File: src/hw/rtl/page_bucket_block_allocator_defines.svh
// Assertion macros for the page bucket block allocator.
// Needs i_clk and i_rst_n in the scope of each use.
`ifndef PAGE_BUCKET_BLOCK_ALLOCATOR_DEFINES_SVH
`define PAGE_BUCKET_BLOCK_ALLOCATOR_DEFINES_SVH

`define PBBA_ASSERT_NOW(lbl, ante, cons, msg) \
    lbl: assert property (@(posedge i_clk) disable iff (!i_rst_n) (ante) |-> (cons)) \
        else $error(msg);

`define PBBA_ASSERT_NEXT(lbl, ante, cons, msg) \
    lbl: assert property (@(posedge i_clk) disable iff (!i_rst_n) (ante) |=> (cons)) \
        else $error(msg);

`endif

File: src/hw/rtl/pbba_pkg.sv
// Shared constants, control/status types and helper functions of the allocator.
// No dependencies.
package pbba_pkg;

    localparam int PAGE_COUNT_DEF = 16;
    localparam int ADDR_W         = 48;
    localparam int SIZE_W         = 20;
    localparam int SLOT_BITS      = 8;
    localparam int BLK_W          = 9;
    localparam int CNT_W          = 9;
    localparam int BKT_NUM        = 9;
    localparam int BKT_W          = 4;
    localparam int SUM_W          = 10;

    localparam logic [BLK_W-1:0]  BLK_NIL   = 9'd256;
    localparam logic [3:0]        ORD_MIN   = 4'd4;
    localparam logic [3:0]        ORD_MAX   = 4'd12;
    localparam logic [3:0]        ORD_LARGE = 4'd15;
    localparam logic [SIZE_W-1:0] PG_BYTES  = 20'd4096;

    typedef enum logic [1:0] {
        ST_OK      = 2'd0,
        ST_OOM     = 2'd1,
        ST_INVALID = 2'd2
    } t_status;

    typedef enum logic [16:0] {
        OP_IDLE     = 17'b00000000000000001,
        OP_DECODE   = 17'b00000000000000010,
        OP_FR_CHECK = 17'b00000000000000100,
        OP_FR_LARGE = 17'b00000000000001000,
        OP_FR_SMALL = 17'b00000000000010000,
        OP_FR_BKT   = 17'b00000000000100000,
        OP_FR_WALK  = 17'b00000000001000000,
        OP_FR_PUSH  = 17'b00000000010000000,
        OP_LG_SCAN  = 17'b00000000100000000,
        OP_LG_TAKE  = 17'b00000001000000000,
        OP_LG_FIN   = 17'b00000010000000000,
        OP_SM_WALK  = 17'b00000100000000000,
        OP_SM_NEW   = 17'b00001000000000000,
        OP_SM_CARVE = 17'b00010000000000000,
        OP_SM_POP   = 17'b00100000000000000,
        OP_SM_RD    = 17'b01000000000000000,
        OP_DONE     = 17'b10000000000000000
    } t_op;

    typedef struct packed {
        t_op     op;
        logic    load_out;
        t_status code;
    } t_ctl;

    typedef struct packed {
        logic cmd_free;
        logic size_zero;
        logic size_large;
        logic foreign;
        logic pg_free;
        logic ord_large;
        logic ord_bad;
        logic full;
        logic lg_more;
        logic fr_last;
        logic bkt_hit;
        logic walk_go;
        logic walk_hit;
        logic scan_hit;
        logic scan_end;
        logic take_last;
        logic sw_go;
        logic sw_has;
        logic head_nil;
        logic carve_last;
        logic pop_nil;
    } t_sts;

    function automatic logic [3:0] size_order(input logic [SIZE_W-1:0] size);
        logic [11:0] s;
        logic [3:0]  o;
        s = 12'(size - 20'd1);
        o = 4'd0;
        for (int k = 0; k < 12; k++) begin
            if (s[k]) begin
                o = 4'(k + 1);
            end
        end
        return (o < ORD_MIN) ? ORD_MIN : o;
    endfunction

    function automatic logic [BLK_W-1:0] blk_count(input logic [3:0] ord);
        logic [12:0] full_cnt;
        full_cnt = 13'd4096 >> ord;
        return full_cnt[BLK_W-1:0];
    endfunction

endpackage

File: src/hw/rtl/pbba_ctrl.sv
// Allocator controller: one-hot sequencer over decode, scans, walks, carve and result.
// Depends on pbba_pkg; reads t_sts from pbba_datapath and drives t_ctl.
module pbba_ctrl (
    input  logic           i_clk,
    input  logic           i_rst_n,
    input  logic           i_in_valid,
    output logic           o_in_ready,
    output logic           o_out_valid,
    input  logic           i_out_ready,
    input  pbba_pkg::t_sts i_sts,
    output pbba_pkg::t_ctl o_ctl
);

    pbba_pkg::t_op     r_state, n_state;
    pbba_pkg::t_status r_code, n_code;
    logic              r_out_valid;
    logic              out_free;

    assign out_free   = !r_out_valid || i_out_ready;
    assign o_in_ready = i_rst_n && (r_state == pbba_pkg::OP_IDLE);

    always_comb begin
        n_state = r_state;
        n_code  = r_code;
        case (r_state)
            pbba_pkg::OP_IDLE: begin
                if (i_in_valid) begin
                    n_state = pbba_pkg::OP_DECODE;
                end
            end
            pbba_pkg::OP_DECODE: begin
                if (i_sts.cmd_free) begin
                    n_state = pbba_pkg::OP_FR_CHECK;
                end else if (i_sts.size_zero) begin
                    n_state = pbba_pkg::OP_DONE;
                    n_code  = pbba_pkg::ST_INVALID;
                end else if (i_sts.size_large) begin
                    n_state = pbba_pkg::OP_LG_SCAN;
                end else begin
                    n_state = pbba_pkg::OP_SM_WALK;
                end
            end
            pbba_pkg::OP_FR_CHECK: begin
                if (i_sts.foreign || i_sts.pg_free) begin
                    n_state = pbba_pkg::OP_DONE;
                    n_code  = pbba_pkg::ST_INVALID;
                end else if (i_sts.ord_large) begin
                    n_state = pbba_pkg::OP_FR_LARGE;
                end else if (i_sts.ord_bad || i_sts.full) begin
                    n_state = pbba_pkg::OP_DONE;
                    n_code  = pbba_pkg::ST_INVALID;
                end else begin
                    n_state = pbba_pkg::OP_FR_SMALL;
                end
            end
            pbba_pkg::OP_FR_LARGE: begin
                if (!i_sts.lg_more) begin
                    n_state = pbba_pkg::OP_DONE;
                    n_code  = pbba_pkg::ST_OK;
                end
            end
            pbba_pkg::OP_FR_SMALL: begin
                if (i_sts.fr_last) begin
                    n_state = pbba_pkg::OP_FR_BKT;
                end else begin
                    n_state = pbba_pkg::OP_DONE;
                    n_code  = pbba_pkg::ST_OK;
                end
            end
            pbba_pkg::OP_FR_BKT: begin
                n_state = i_sts.bkt_hit ? pbba_pkg::OP_FR_PUSH : pbba_pkg::OP_FR_WALK;
            end
            pbba_pkg::OP_FR_WALK: begin
                if (!i_sts.walk_go || i_sts.walk_hit) begin
                    n_state = pbba_pkg::OP_FR_PUSH;
                end
            end
            pbba_pkg::OP_FR_PUSH: begin
                n_state = pbba_pkg::OP_DONE;
                n_code  = pbba_pkg::ST_OK;
            end
            pbba_pkg::OP_LG_SCAN: begin
                if (i_sts.scan_hit) begin
                    n_state = pbba_pkg::OP_LG_TAKE;
                end else if (i_sts.scan_end) begin
                    n_state = pbba_pkg::OP_DONE;
                    n_code  = pbba_pkg::ST_OOM;
                end
            end
            pbba_pkg::OP_LG_TAKE: begin
                if (i_sts.take_last) begin
                    n_state = pbba_pkg::OP_LG_FIN;
                end
            end
            pbba_pkg::OP_LG_FIN: begin
                n_state = pbba_pkg::OP_DONE;
                n_code  = pbba_pkg::ST_OK;
            end
            pbba_pkg::OP_SM_WALK: begin
                if (!i_sts.sw_go) begin
                    n_state = i_sts.sw_has ? pbba_pkg::OP_SM_POP : pbba_pkg::OP_SM_NEW;
                end
            end
            pbba_pkg::OP_SM_NEW: begin
                if (i_sts.head_nil) begin
                    n_state = pbba_pkg::OP_DONE;
                    n_code  = pbba_pkg::ST_OOM;
                end else begin
                    n_state = pbba_pkg::OP_SM_CARVE;
                end
            end
            pbba_pkg::OP_SM_CARVE: begin
                if (i_sts.carve_last) begin
                    n_state = pbba_pkg::OP_SM_POP;
                end
            end
            pbba_pkg::OP_SM_POP: begin
                if (i_sts.pop_nil) begin
                    n_state = pbba_pkg::OP_DONE;
                    n_code  = pbba_pkg::ST_OOM;
                end else begin
                    n_state = pbba_pkg::OP_SM_RD;
                end
            end
            pbba_pkg::OP_SM_RD: begin
                n_state = pbba_pkg::OP_DONE;
                n_code  = pbba_pkg::ST_OK;
            end
            pbba_pkg::OP_DONE: begin
                if (out_free) begin
                    n_state = pbba_pkg::OP_IDLE;
                end
            end
            default: begin
                n_state = pbba_pkg::OP_IDLE;
            end
        endcase
    end

    always_ff @(posedge i_clk) begin
        if (!i_rst_n) begin
            r_state     <= pbba_pkg::OP_IDLE;
            r_code      <= pbba_pkg::ST_OK;
            r_out_valid <= 1'b0;
        end else begin
            r_state <= n_state;
            r_code  <= n_code;
            if ((r_state == pbba_pkg::OP_DONE) && out_free) begin
                r_out_valid <= 1'b1;
            end else if (i_out_ready) begin
                r_out_valid <= 1'b0;
            end
        end
    end

    assign o_ctl.op       = r_state;
    assign o_ctl.load_out = (r_state == pbba_pkg::OP_DONE) && out_free;
    assign o_ctl.code     = r_code;
    assign o_out_valid    = r_out_valid;

endmodule

File: config.mk
export PLATFORM = sky130hd
export DESIGN_NAME = pbba_ctrl
export DESIGN_NICKNAME = d
export VERILOG_FILES = /design/src/hw/rtl/page_bucket_block_allocator_defines.svh /design/src/hw/rtl/pbba_pkg.sv /design/src/hw/rtl/pbba_ctrl.sv
export SDC_FILE = /design/constraint.sdc
export NUM_CORES = 1
export LEC_CHECK = 0
export BUFFER_PORTS_ARGS = -buffer_cell sky130_fd_sc_hd__buf_2
export CAP_MARGIN = 10
export CORE_UTILIZATION = 50
export CTS_BUF_LIST = sky130_fd_sc_hd__clkbuf_8
export DETAILED_ROUTE_END_ITERATION = 8
export HOLD_SLACK_MARGIN = 0.15
export PLACE_DENSITY = 0.91
export SYNTH_ARGS = -nofsm -noshare
export SYNTH_HDL_FRONTEND = slang
export SYNTH_SLANG_ARGS = --single-unit
File: constraint.sdc
create_clock -name i_clk -period 3.55 [get_ports i_clk]
set_clock_uncertainty 0.1 [all_clocks]
set_input_delay 0.5325 -clock i_clk [delete_from_list [all_inputs] [get_ports i_clk]]
set_output_delay 0.5325 -clock i_clk [all_outputs]
set_load 0.01 [all_outputs]
Yosys cells after proc, flatten, opt, wreduce, memory -nomap -nowiden:

Index checks and enable logic that the tools add are counted.

* flip-flop bits (word level): 20
* latch bits: 0
* memory bits (writable): 0
* ROM bits: 0
* output and inout bits: 22
* memories: 0

* $add $sub $neg: 0
* multiply operators: 0
* divide/modulo/power cells: 0
* $lt $le $gt $ge: 0
* equality and inequality tests: 34
* shift-type cells: 0
* muxes and demuxes: 35
* bitwise logic cells: 0
* reduce and logical (&&, ||, !) cells: 13

Operator list (count)
* $mux 17: 17
* $pmux 17 s15: 1
* $ne 2x2->1 const B: 14
* $mux 2: 11
* $eq 17x1->1 const B: 1
* $eq 17x10->1 const B: 1
* $eq 17x11->1 const B: 1
* $eq 17x12->1 const B: 1
* $eq 17x13->1 const B: 1
* $eq 17x14->1 const B: 1
* $eq 17x15->1 const B: 1
* $eq 17x16->1 const B: 1
* $eq 17x17->1 const B: 1
* $eq 17x2->1 const B: 1
* $eq 17x3->1 const B: 1
* $eq 17x4->1 const B: 1
* $eq 17x5->1 const B: 1
* $eq 17x6->1 const B: 1
* $eq 17x7->1 const B: 1
* $eq 17x8->1 const B: 1
* $eq 17x9->1 const B: 1
* $pmux 2 s8: 1
* $mux 15: 1
* $mux 12: 1
* other kinds (11): 19

Depth between registers and ports, before layout:

Gate-level depths: netlist of run 1.

* word-level depth: 5
* gate-level depth with buffers: 8
* mapped depth without buffers: 7

Worst setup path before layout of run 1:

Ideal clock, no wire load.

* path type: register to register
* start point: reg r_state[16]
* end point: reg r_state[0]
* arrival time: 2.117 ns
* path slack: 1.274 ns
* cell stages (with the launch flop): 9
* cell sequence: dfxtp_1 -> buf_4 -> nor3_2 -> nand4_4 -> nor3_1 -> or4_4 -> nor4_4 -> mux2_4 -> nand2_2

* cells in the longest elaborated chain, start to end: 3
* elaborated cells on any way between the ends: 28
* those cells by class: 25 x eq/ne; 1 x mux; 2 x reduce/logical

Ends and longest elaborated chain
* start, declared: line pbba_ctrl.sv:14 `pbba_pkg::t_op r_state, n_state;`
* start signal, assigned: line pbba_ctrl.sv:142 `r_state <= pbba_pkg::OP_IDLE;`
* start signal, assigned: line pbba_ctrl.sv:146 `r_state <= n_state;`
* $eq 17x16->1 (tied with other cells): line pbba_ctrl.sv:25 `case (r_state)`
* $reduce_or 3->1 (no line) (tied with other cells)
* $pmux 17 s15 / $reduce_and 8->1 (equally long branches)

Several ways; a longest one is shown, not always the timed one.
A chain may end at the register's enable or synchronous reset.

Worst setup path in the final report of run 1:

* start point: reg r_state[7]
* end point: out o_in_ready

* cells in the longest elaborated chain, start to end: 2

Ends and longest elaborated chain
* $eq 17x1->1: line pbba_ctrl.sv:20 `assign o_in_ready = i_rst_n && (r_state == pbba_pkg::OP_IDLE);`
* $logic_and 1x1->1: line pbba_ctrl.sv:20
* end, declared: line pbba_ctrl.sv:7 `output logic o_in_ready,`

Every way passes these cells.

==> impl_metrics.csv, run 1 <==
group,metric,value,unit
sta,tightest_slew,686.9,ps
yosys,async_flop_share,0,%
drt,final_antenna_net_count,0,
drt,avgRoutedWirePerCell,15.08,um
sta,slew-limit-headroom,53.78,%
sta,slew_viol_final,0,
clocking,post_cts_resized,0,
floorplan,initial_core_util,53.67,%
setup_path,cp_cell_sequence,"nor4_2 > nand4_4 > nor3_1 > nand2_1 > nor2_1 > buf_2",
place,dp_cells,248,
floorplan,die_h,54.04,um
hold_path,hp-class,"input pin to register",
sta,post-route-period-util,79.38,%
setup_path,path_delay_family,"simple AND/OR/NAND/NOR gates",
pwr,leakage,0.0007082,uW
hold_path,hold_path_depth,2,
setup_path,max_stage_delay,560,ps
clocking,hold_buffers,0,
cells_and_area,layout-drive-gt1-share,30.77,%
global_route,overflow,0,
clocking,clk_pin_slew,70,ps
setup_path,critPathRequiredTime,2920,ps
pwr,p_per_area,386.3,nW/um^2
sta,hold_viol,0,
clocking,clk_latency,260,ps
drt,drc,0,
cells_and_area,diodes,0,
clocking,cts_root_buf,"clkbuf_8",
clocking,cts_made_buffers,3,
global_route,grt_util_all_layers,28.70,%
sta,setup_tns,0,ps
yosys,syn_nets,200,
floorplan,die_w,54.04,um
place,gp_congestion,0.9725,
run,cap_violations,0,
sta,fmax,354.8,MHz
pwr,power,631.7,uW
clocking,tritoncts,"yes",
floorplan,design.core.area,2522,um^2
yosys,synth_edf_count,0,
outcome,status,"finished clean",
drt,first_pass_iters,4,
cells_and_area,layout_commonest_cell,"buf_2",
sta,final.min_clock_period,2818,ps
setup_path,r2r-start,"r_state[16]",
setup_path,worst-r2r-setup-slack,1030,ps
setup_path,crit_path_start,"r_state[7]",
yosys,ys_warn_count,0,
hold_path,min-delay-start,"i_sts[3]",
yosys,ys_seq_elements,20,
clocking,numClockSinks,20,
hold_path,holdPathEnd,"r_state[12]",
pwr,ir_drop,0.3922,mV
cells_and_area,final_nets,248,
clocking,htree_levels,1,
place,port_buffers,46,
setup_path,arrival,2190,ps
floorplan,row_count,18,
yosys,synthCells,175,
setup_path,end_kind,"output port",
global_route,grt_first_pass_wirelength,5.947,mm
global_route,antenna_found_initial,0,
drt,wl,3.786,mm
clocking,postCtsSetupRepairBufs,0,
drt,detail_route.vias_per_cell,6.147,
yosys,ys_seq_area_share,29.57,%
global_route,grt_pass1_vias,1320,
setup_path,criticalPathCategory,"register to output port",
yosys,avgSynthCellArea,7.736,um^2
cells_and_area,fin_cells,251,
setup_path,worstRegToRegCells,7,
floorplan,ioPinCount,47,
setup_path,cp-start-kind,"register",
sta,rsz0062_at_grt,"no",
cells_and_area,syn2layout_area_growth,20.79,%
setup_path,worstPathMaxFanout,8,
setup_path,crit_buf_inv,1,
drt,dr.first_iter.drc_count,73,
yosys,synth.distinct_cells,43,
cells_and_area,mostFrequentLayoutCells,"46 x buf_2, 26 x nor2_1, 20 x dfxtp_1",
clocking,clockBufferDepth,2,
drt,vias,1543,
sta,setup_viol,0,
place,dpl.hpwl,2.925,mm
yosys,synthFlopType,"dfxtp_1",
setup_path,critPathSlowestCell,"nor4_2",
yosys,syn_area,1354,um^2
global_route,grt_max_degree,15,
setup_path,regToRegEndpoint,"r_state[12]",
floorplan,dieArea,2920,um^2
[synth_stat cells (2+ instances only)]
cell type | count | area share (%)
o32ai_1 | 2 | 1.3
o22ai_1 | 2 | 0.92
dfxtp_1 | 20 | 30
nor4_4 | 2 | 3.1
or3_1 | 2 | 0.92
nand2_2 | 2 | 0.92
a211oi_1 | 2 | 1.1
or3_2 | 2 | 1.1
inv_1 | 9 | 2.5
a31oi_1 | 2 | 0.92
nor4_2 | 3 | 2.8
nand3_1 | 7 | 2.6
a21oi_1 | 8 | 3.0
nor4_1 | 13 | 6.0
nand4_1 | 6 | 2.8
nand2b_1 | 5 | 2.3
and2_1 | 2 | 0.92
nor2_1 | 26 | 7.2
nor2b_1 | 3 | 1.4
buf_4 | 2 | 1.1
nor3_1 | 12 | 4.4
o21a_1 | 5 | 2.8
nand2_1 | 18 | 5.0
[report_power, final]
group	internal, uW	total [uW]	switching (uW)
Combinational	93.3	232	138
Sequential	235	254	19.4
Clock	75.6	146	70.3
[worst register-to-register path, cell delays in order, from the launching register on]
cell	delay [ps]
dfxtp_1	520
nor3_2	150
nand4_4	170
nor3_1	90
or4_4	560
nor4_4	470
nand2_1	200
nor3b_2	200
[final cells by class]
class | instances | area, um^2
clock buffer | 3 | 41.29
fill | 233 | 887.1
sequential | 20 | 400.4
inverter | 9 | 33.78
timing repair buffer | 46 | 230.2
tap | 30 | 37.54
multi-input combinational | 143 | 892.1
[sequential cells by signal, indices dropped and copies added (netlist names)]
name / cells
r_state: 17
r_code: 2
o_out_valid: 1
[logic make-up (layout without fill, tap and decap cells)]
| logic type | Yosys count | count (layout) | synth area share, % |
|---|---|---|---|
| xor gates and xnor gates | 1 | 1 | 0.6471 |
| muxes | 1 | 1 | 1.109 |
| and+or+nand+nor | 118 | 118 | 52.59 |
| DFF | 20 | 20 | 29.57 |
| buffers and inverters | 12 | 58 | 4.528 |
| AOI/OAI and AO/OA | 23 | 23 | 11.55 |
[worst max path at each step]
stage	slack [ps]	to	cells past startpoint
after CTS	790	o_in_ready	6
after global placement	1060	r_state[0]	7
after detailed placement	1070	r_state[12]	7
final	730	o_in_ready	6
after floorplan	1270	r_state[0]	8
after global routing	640	o_in_ready	6
[metrics by stage]
| stage | setup slack (ps) | hold WS (ps) | cell area [um^2] | util (%) |
|---|---|---|---|---|
| floorplan | 1274 | 389.2 | 1354 | - |
| global placement | 1059 | 353.3 | 1594 | 63.19 |
| detailed placement | 1068 | 355.5 | 1594 | 63.19 |
| CTS | 788.8 | 349.7 | 1635 | 64.83 |
| global route | 638.6 | 349.0 | 1635 | 64.83 |
| finish | 731.9 | 353.7 | 1635 | 64.83 |
[layer usage]
metal  vias to the layer above  share of wire [%]  GRT usage (%)  routed length (um)
li1                        735                  -              -                   -
met1                       689                 41          38.03                1565
met2                       102                 46          47.12                1760
met3                        17                8.9          2.542                 338
met4                         0                3.2          12.39                 121
met5                         -                  0              0                   0
No activity file was read; power rests on OpenSTA's default activity.
==> run 2, diff against run 1 <==
Clock period 3.55 ns to 2.91 ns, I/O delays scaled along.
==> run 2 against run 1 <==
Against the previous run:
- clock-buffer cell count grew 1
- sequential share of layout area shrank 0.64 points
- power grew 29%
- sequential cell count is the same
- sequential power grew 22%
- critical path type unchanged
- highest routed layer unchanged
==> impl_metrics.csv, run 2 (synthesis gave the netlist of run 1 again) <==
group,metric,value,unit
global_route,overflow,0,
floorplan,design.core.area,2522,um^2
setup_path,arrival,2070,ps
cells_and_area,final_nets,252,
sta,fmax,383.8,MHz
drt,drc,0,
pwr,clockPowerShare,26.9,%
clocking,post_cts_resized,0,
clocking,clk_latency,260,ps
hold_path,holdPathEnd,"r_state[12]",
pwr,switching_share,35.58,%
setup_path,end_kind,"output port",
sta,hold_viol,0,
cells_and_area,largest_reg_flops,17,
sta,tightest_slew,499.6,ps
setup_path,worstRegToRegCells,7,
floorplan,dieArea,2920,um^2
cells_and_area,mostFrequentLayoutCells,"46 x buf_2, 26 x nor2_1, 20 x dfxtp_1",
setup_path,cp-start-kind,"register",
hold_path,hold_path_depth,2,
drt,final_antenna_net_count,0,
pwr,p_sw,289.2,uW
floorplan,die_w,54.04,um
outcome,status,"finished clean",
floorplan,ioPinCount,47,
pwr,p_seq_share,38.0,%
cells_and_area,regMostFlops,"r_state",
clocking,htree_levels,1,
hold_path,hp-class,"input pin to register",
setup_path,critPathRequiredTime,2370,ps
sta,final.min_clock_period,2606,ps
pwr,ir_drop,0.4623,mV
drt,wl_met3,319,um
drt,detail_route.vias_per_cell,6.125,
pwr,p_per_area,484.0,nW/um^2
sta,hold_slack,249.4,ps
global_route,grt_max_degree,15,
sta,post-route-period-util,89.54,%
setup_path,criticalPathCategory,"register to output port",
setup_path,r2r-start,"r_state[16]",
floorplan,die_h,54.04,um
setup_path,regToRegEndpoint,"r_state[12]",
drt,first_pass_iters,5,
clocking,cts_root_buf,"clkbuf_8",
clocking,numClockSinks,20,
run,cap_violations,0,
cells_and_area,layout-drive-gt1-share,32.30,%
clocking,hold_buffers,0,
setup_path,worst-r2r-setup-slack,380,ps
clocking,cts_made_buffers,3,
cells_and_area,post-route-util,66.57,%
floorplan,initial_core_util,53.67,%
place,dpl.hpwl,3.027,mm
drt,top_layer_used,"met4",
global_route,grt_pass1_vias,1336,
clocking,clockBufferDepth,2,
cells_and_area,stdcell_area,1679,um^2
pwr,comb_power_share,35.0,%
setup_path,worstPathMaxFanout,8,
drt,dr.first_iter.drc_count,78,
clocking,clk_pin_slew,80,ps
sta,setup_viol,0,
drt,drt-met1-wl,1.641,mm
pwr,leakage,0.0007359,uW
hold_path,min-delay-start,"i_sts[3]",
floorplan,row_count,18,
global_route,grt_util_all_layers,29.66,%
cells_and_area,layout_commonest_cell,"buf_2",
drt,wl,3.928,mm
global_route,antenna_found_initial,0,
sta,setup_tns,0,ps
drt,wl_met2,1.911,mm
cells_and_area,diodes,0,
cells_and_area,syn2layout_area_growth,24.03,%
sta,slew-limit-headroom,66.39,%
pwr,p_int,523.5,uW
place,port_buffers,46,
clocking,postCtsSetupRepairBufs,0,
drt,vias,1568,
global_route,grt_first_pass_wirelength,6.120,mm
drt,avgRoutedWirePerCell,15.34,um
sta,rsz0062_at_grt,"no",
sta,slew_viol_final,0,
place,post_dp_cell_area,1624,um^2
clocking,tritoncts,"yes",
place,gp_congestion,0.9217,
[run 2: cell count changes in the layout (fill, tap and decap cells not counted), sizes merged]
cell    delta
clkbuf     +1
buf        +4
[run 2: layer usage]
metal  up-vias  track usage, %
met5         -               0
met4         0           8.547
met3        14           5.932
met2        90           49.79
met1       712           38.07
li1        752               -
[run 2: power groups by stage]
stage	clock network (uW)	registers [uW]	logic, uW
after detailed placement	0	314	278
after floorplan	0	317	196
final	219	309	285
after global placement	0	314	277
after global routing	235	311	311
after CTS	219	309	282
[run 2: how the worst max path moves through the flow]
stage | startpoint | to | slack (ps) | cells after the start
after floorplan | r_state[16] | r_state[0] | 630 | 8
after global placement | r_state[16] | r_state[12] | 430 | 7
after detailed placement | r_state[16] | r_state[12] | 420 | 7
after CTS | r_state[6] | o_in_ready | 320 | 6
after global routing | r_state[6] | o_in_ready | 120 | 6
final | r_state[6] | o_in_ready | 300 | 6
[run 2: critical path: stages, from the launching register on]
cell and delay [ps]:
dfxtp_1 370, nor4_2 520, nand4_4 240, nor3_1 320, nand2_1 120, nor2_1 100, buf_2 130
[run 2: stage by stage]
stage / cells / power [uW] / setup slack, ps
finish: 256 / 812.7 / 304.4
global route: 256 / 856.8 / 122.1
CTS: 256 / 810.3 / 322.8
detailed placement: 252 / 592.1 / 417.6
global placement: 252 / 591.7 / 432.5
floorplan: 175 / 513.3 / 634.1
[run 2: final cells by class]
class	count	area, um^2
flip-flops and latches	20	400.4
fillers	235	843.3
well taps	30	37.54
multi-input cells	143	892.1
clock buffers	4	55.05
inverters	9	33.78
repair buffers	50	260.3
==> run 3, diff against run 2 <==
Settings changed: CORE_UTILIZATION 50 to 49, CTS_BUF_LIST sky130_fd_sc_hd__clkbuf_8 to sky130_fd_sc_hd__clkbuf_8 sky130_fd_sc_hd__clkbuf_16, PLACE_DENSITY 0.91 to 0.89.
==> run 3 against run 2 <==
Against the previous run:
- cell count stayed put
- die area is 2.0% higher
- register-to-register slack better by 40 ps
- clock-buffer cell count is 1 lower
- global-route usage is 0.89 points higher
- via count is 0.13% higher
==> impl_metrics.csv, run 3 (synthesis gave the netlist of run 1 again) <==
group,metric,value,unit
cells_and_area,regMostFlops,"r_state",
sta,slew-limit-headroom,63.80,%
setup_path,endpoint,"o_in_ready",
sta,tightest_slew,538.9,ps
floorplan,initial_core_util,53.20,%
floorplan,design.core.area,2545,um^2
sta,hold_slack,250.6,ps
cells_and_area,largest_reg_flops,17,
setup_path,crit_path_start,"r_state[11]",
drt,detail_route.vias_per_cell,6.133,
setup_path,cp-start-kind,"register",
run,cap_violations,0,
clocking,clk_pin_slew,70,ps
floorplan,die_w,54.56,um
clocking,clockBufferDepth,2,
outcome,status,"finished clean",
drt,avgRoutedWirePerCell,15.77,um
clocking,cts_root_buf,"clkbuf_8",
cells_and_area,final_nets,253,
drt,final_antenna_net_count,0,
pwr,p_per_area,467.4,nW/um^2
sta,setup_tns,0,ps
drt,drc,0,
setup_path,end_kind,"output port",
place,post_dp_cell_area,1632,um^2
clocking,htree_levels,1,
cells_and_area,stdcell_area,1673,um^2
global_route,overflow,0,
floorplan,die_h,54.56,um
sta,rsz0062_at_grt,"no",
clocking,post_cts_resized,0,
drt,vias,1570,
clocking,tritoncts,"yes",
global_route,grt_max_degree,15,
global_route,antenna_found_initial,0,
drt,dr.first_iter.drc_count,68,
cells_and_area,mostFrequentLayoutCells,"46 x buf_2, 26 x nor2_1, 20 x dfxtp_1",
global_route,grt_util_all_layers,30.54,%
place,dpl.hpwl,3.147,mm
setup_path,r2r-start,"r_state[12]",
sta,setup_viol,0,
sta,post-route-period-util,91.31,%
clocking,postCtsSetupRepairBufs,0,
floorplan,row_count,18,
pwr,ir_drop,0.3879,mV
cells_and_area,syn2layout_area_growth,23.57,%
global_route,grt_first_pass_wirelength,6.368,mm
cells_and_area,diodes,0,
cells_and_area,layout-drive-gt1-share,32.30,%
clocking,hold_buffers,0,
clocking,numClockSinks,20,
setup_path,arrival,2120,ps
sta,hold_viol,0,
sta,slew_viol_final,0,
drt,wl,4.037,mm
setup_path,regToRegEndpoint,"r_code[1]",
sta,final.min_clock_period,2657,ps
cells_and_area,layout_commonest_cell,"buf_2",
floorplan,dieArea,2977,um^2
hold_path,hp-class,"input pin to register",
setup_path,worst-r2r-setup-slack,420,ps
setup_path,critPathRequiredTime,2370,ps
setup_path,criticalPathCategory,"register to output port",
setup_path,worstRegToRegCells,7,
setup_path,worstPathMaxFanout,8,
pwr,leakage,0.0007354,uW
drt,first_pass_iters,4,
clocking,clk_latency,260,ps
global_route,grt_pass1_vias,1381,
place,gp_congestion,0.9460,
floorplan,ioPinCount,47,
sta,fmax,376.4,MHz
clocking,cts_made_buffers,3,
hold_path,min-delay-start,"i_sts[3]",
place,port_buffers,46,
[run 3: through the flow]
step | std cells | utilization (%) | total power, uW | worst slack (ps)
detailed placement | 253 | 64.11 | 595.1 | 484.8
CTS | 256 | 65.73 | 778.9 | 286.3
finish | 256 | 65.73 | 781.9 | 252.9
floorplan | 175 | - | 513.3 | 634.1
global placement | 253 | 64.11 | 592.1 | 531.8
global route | 256 | 65.73 | 819.4 | 73.86
[run 3: worst min-delay path by stage]
stage / to / cells after the start
floorplan: r_code[1] / 2
global placement: r_code[1] / 2
detailed placement: r_code[1] / 2
CTS: r_state[12] / 2
global route: r_state[12] / 2
finish: r_state[12] / 2
[run 3: layer usage]
metal  routed length [um]  global-route usage, %  share of wire [%]  up-vias
li1                     -                      -                  -      744
met1                 1660                  39.80                 41      710
met2                 1892                  49.19                 47      102
met3                  364                  4.444                9.0       14
met4                  119                  14.10                2.9        0
met5                    0                      0                  0        -
[run 3: area by class of cell]
type | instances | area [um^2]
inverters | 9 | 33.78
fillers | 235 | 872.1
flip-flops and latches | 20 | 400.4
well taps | 30 | 37.54
clock buffers | 3 | 41.29
repair buffers | 51 | 267.8
multi-input cells | 143 | 892.1
[run 3: worst max-delay path: stages (launching register included)]
cell and delay, ps:
dfxtp_1 380, nor4_2 510, nand4_4 230, nor3_1 350
nand2_1 130, nor2_1 110, buf_2 140
[run 3: where the power goes]
part / internal [uW] / switching, uW / leakage (uW)
Combinational: 117 / 172 / 0.000552
Sequential: 286 / 24.0 / 0.000162
Clock: 92.3 / 89.7 / 0.0000216
Total: 496 / 286 / 0.000735
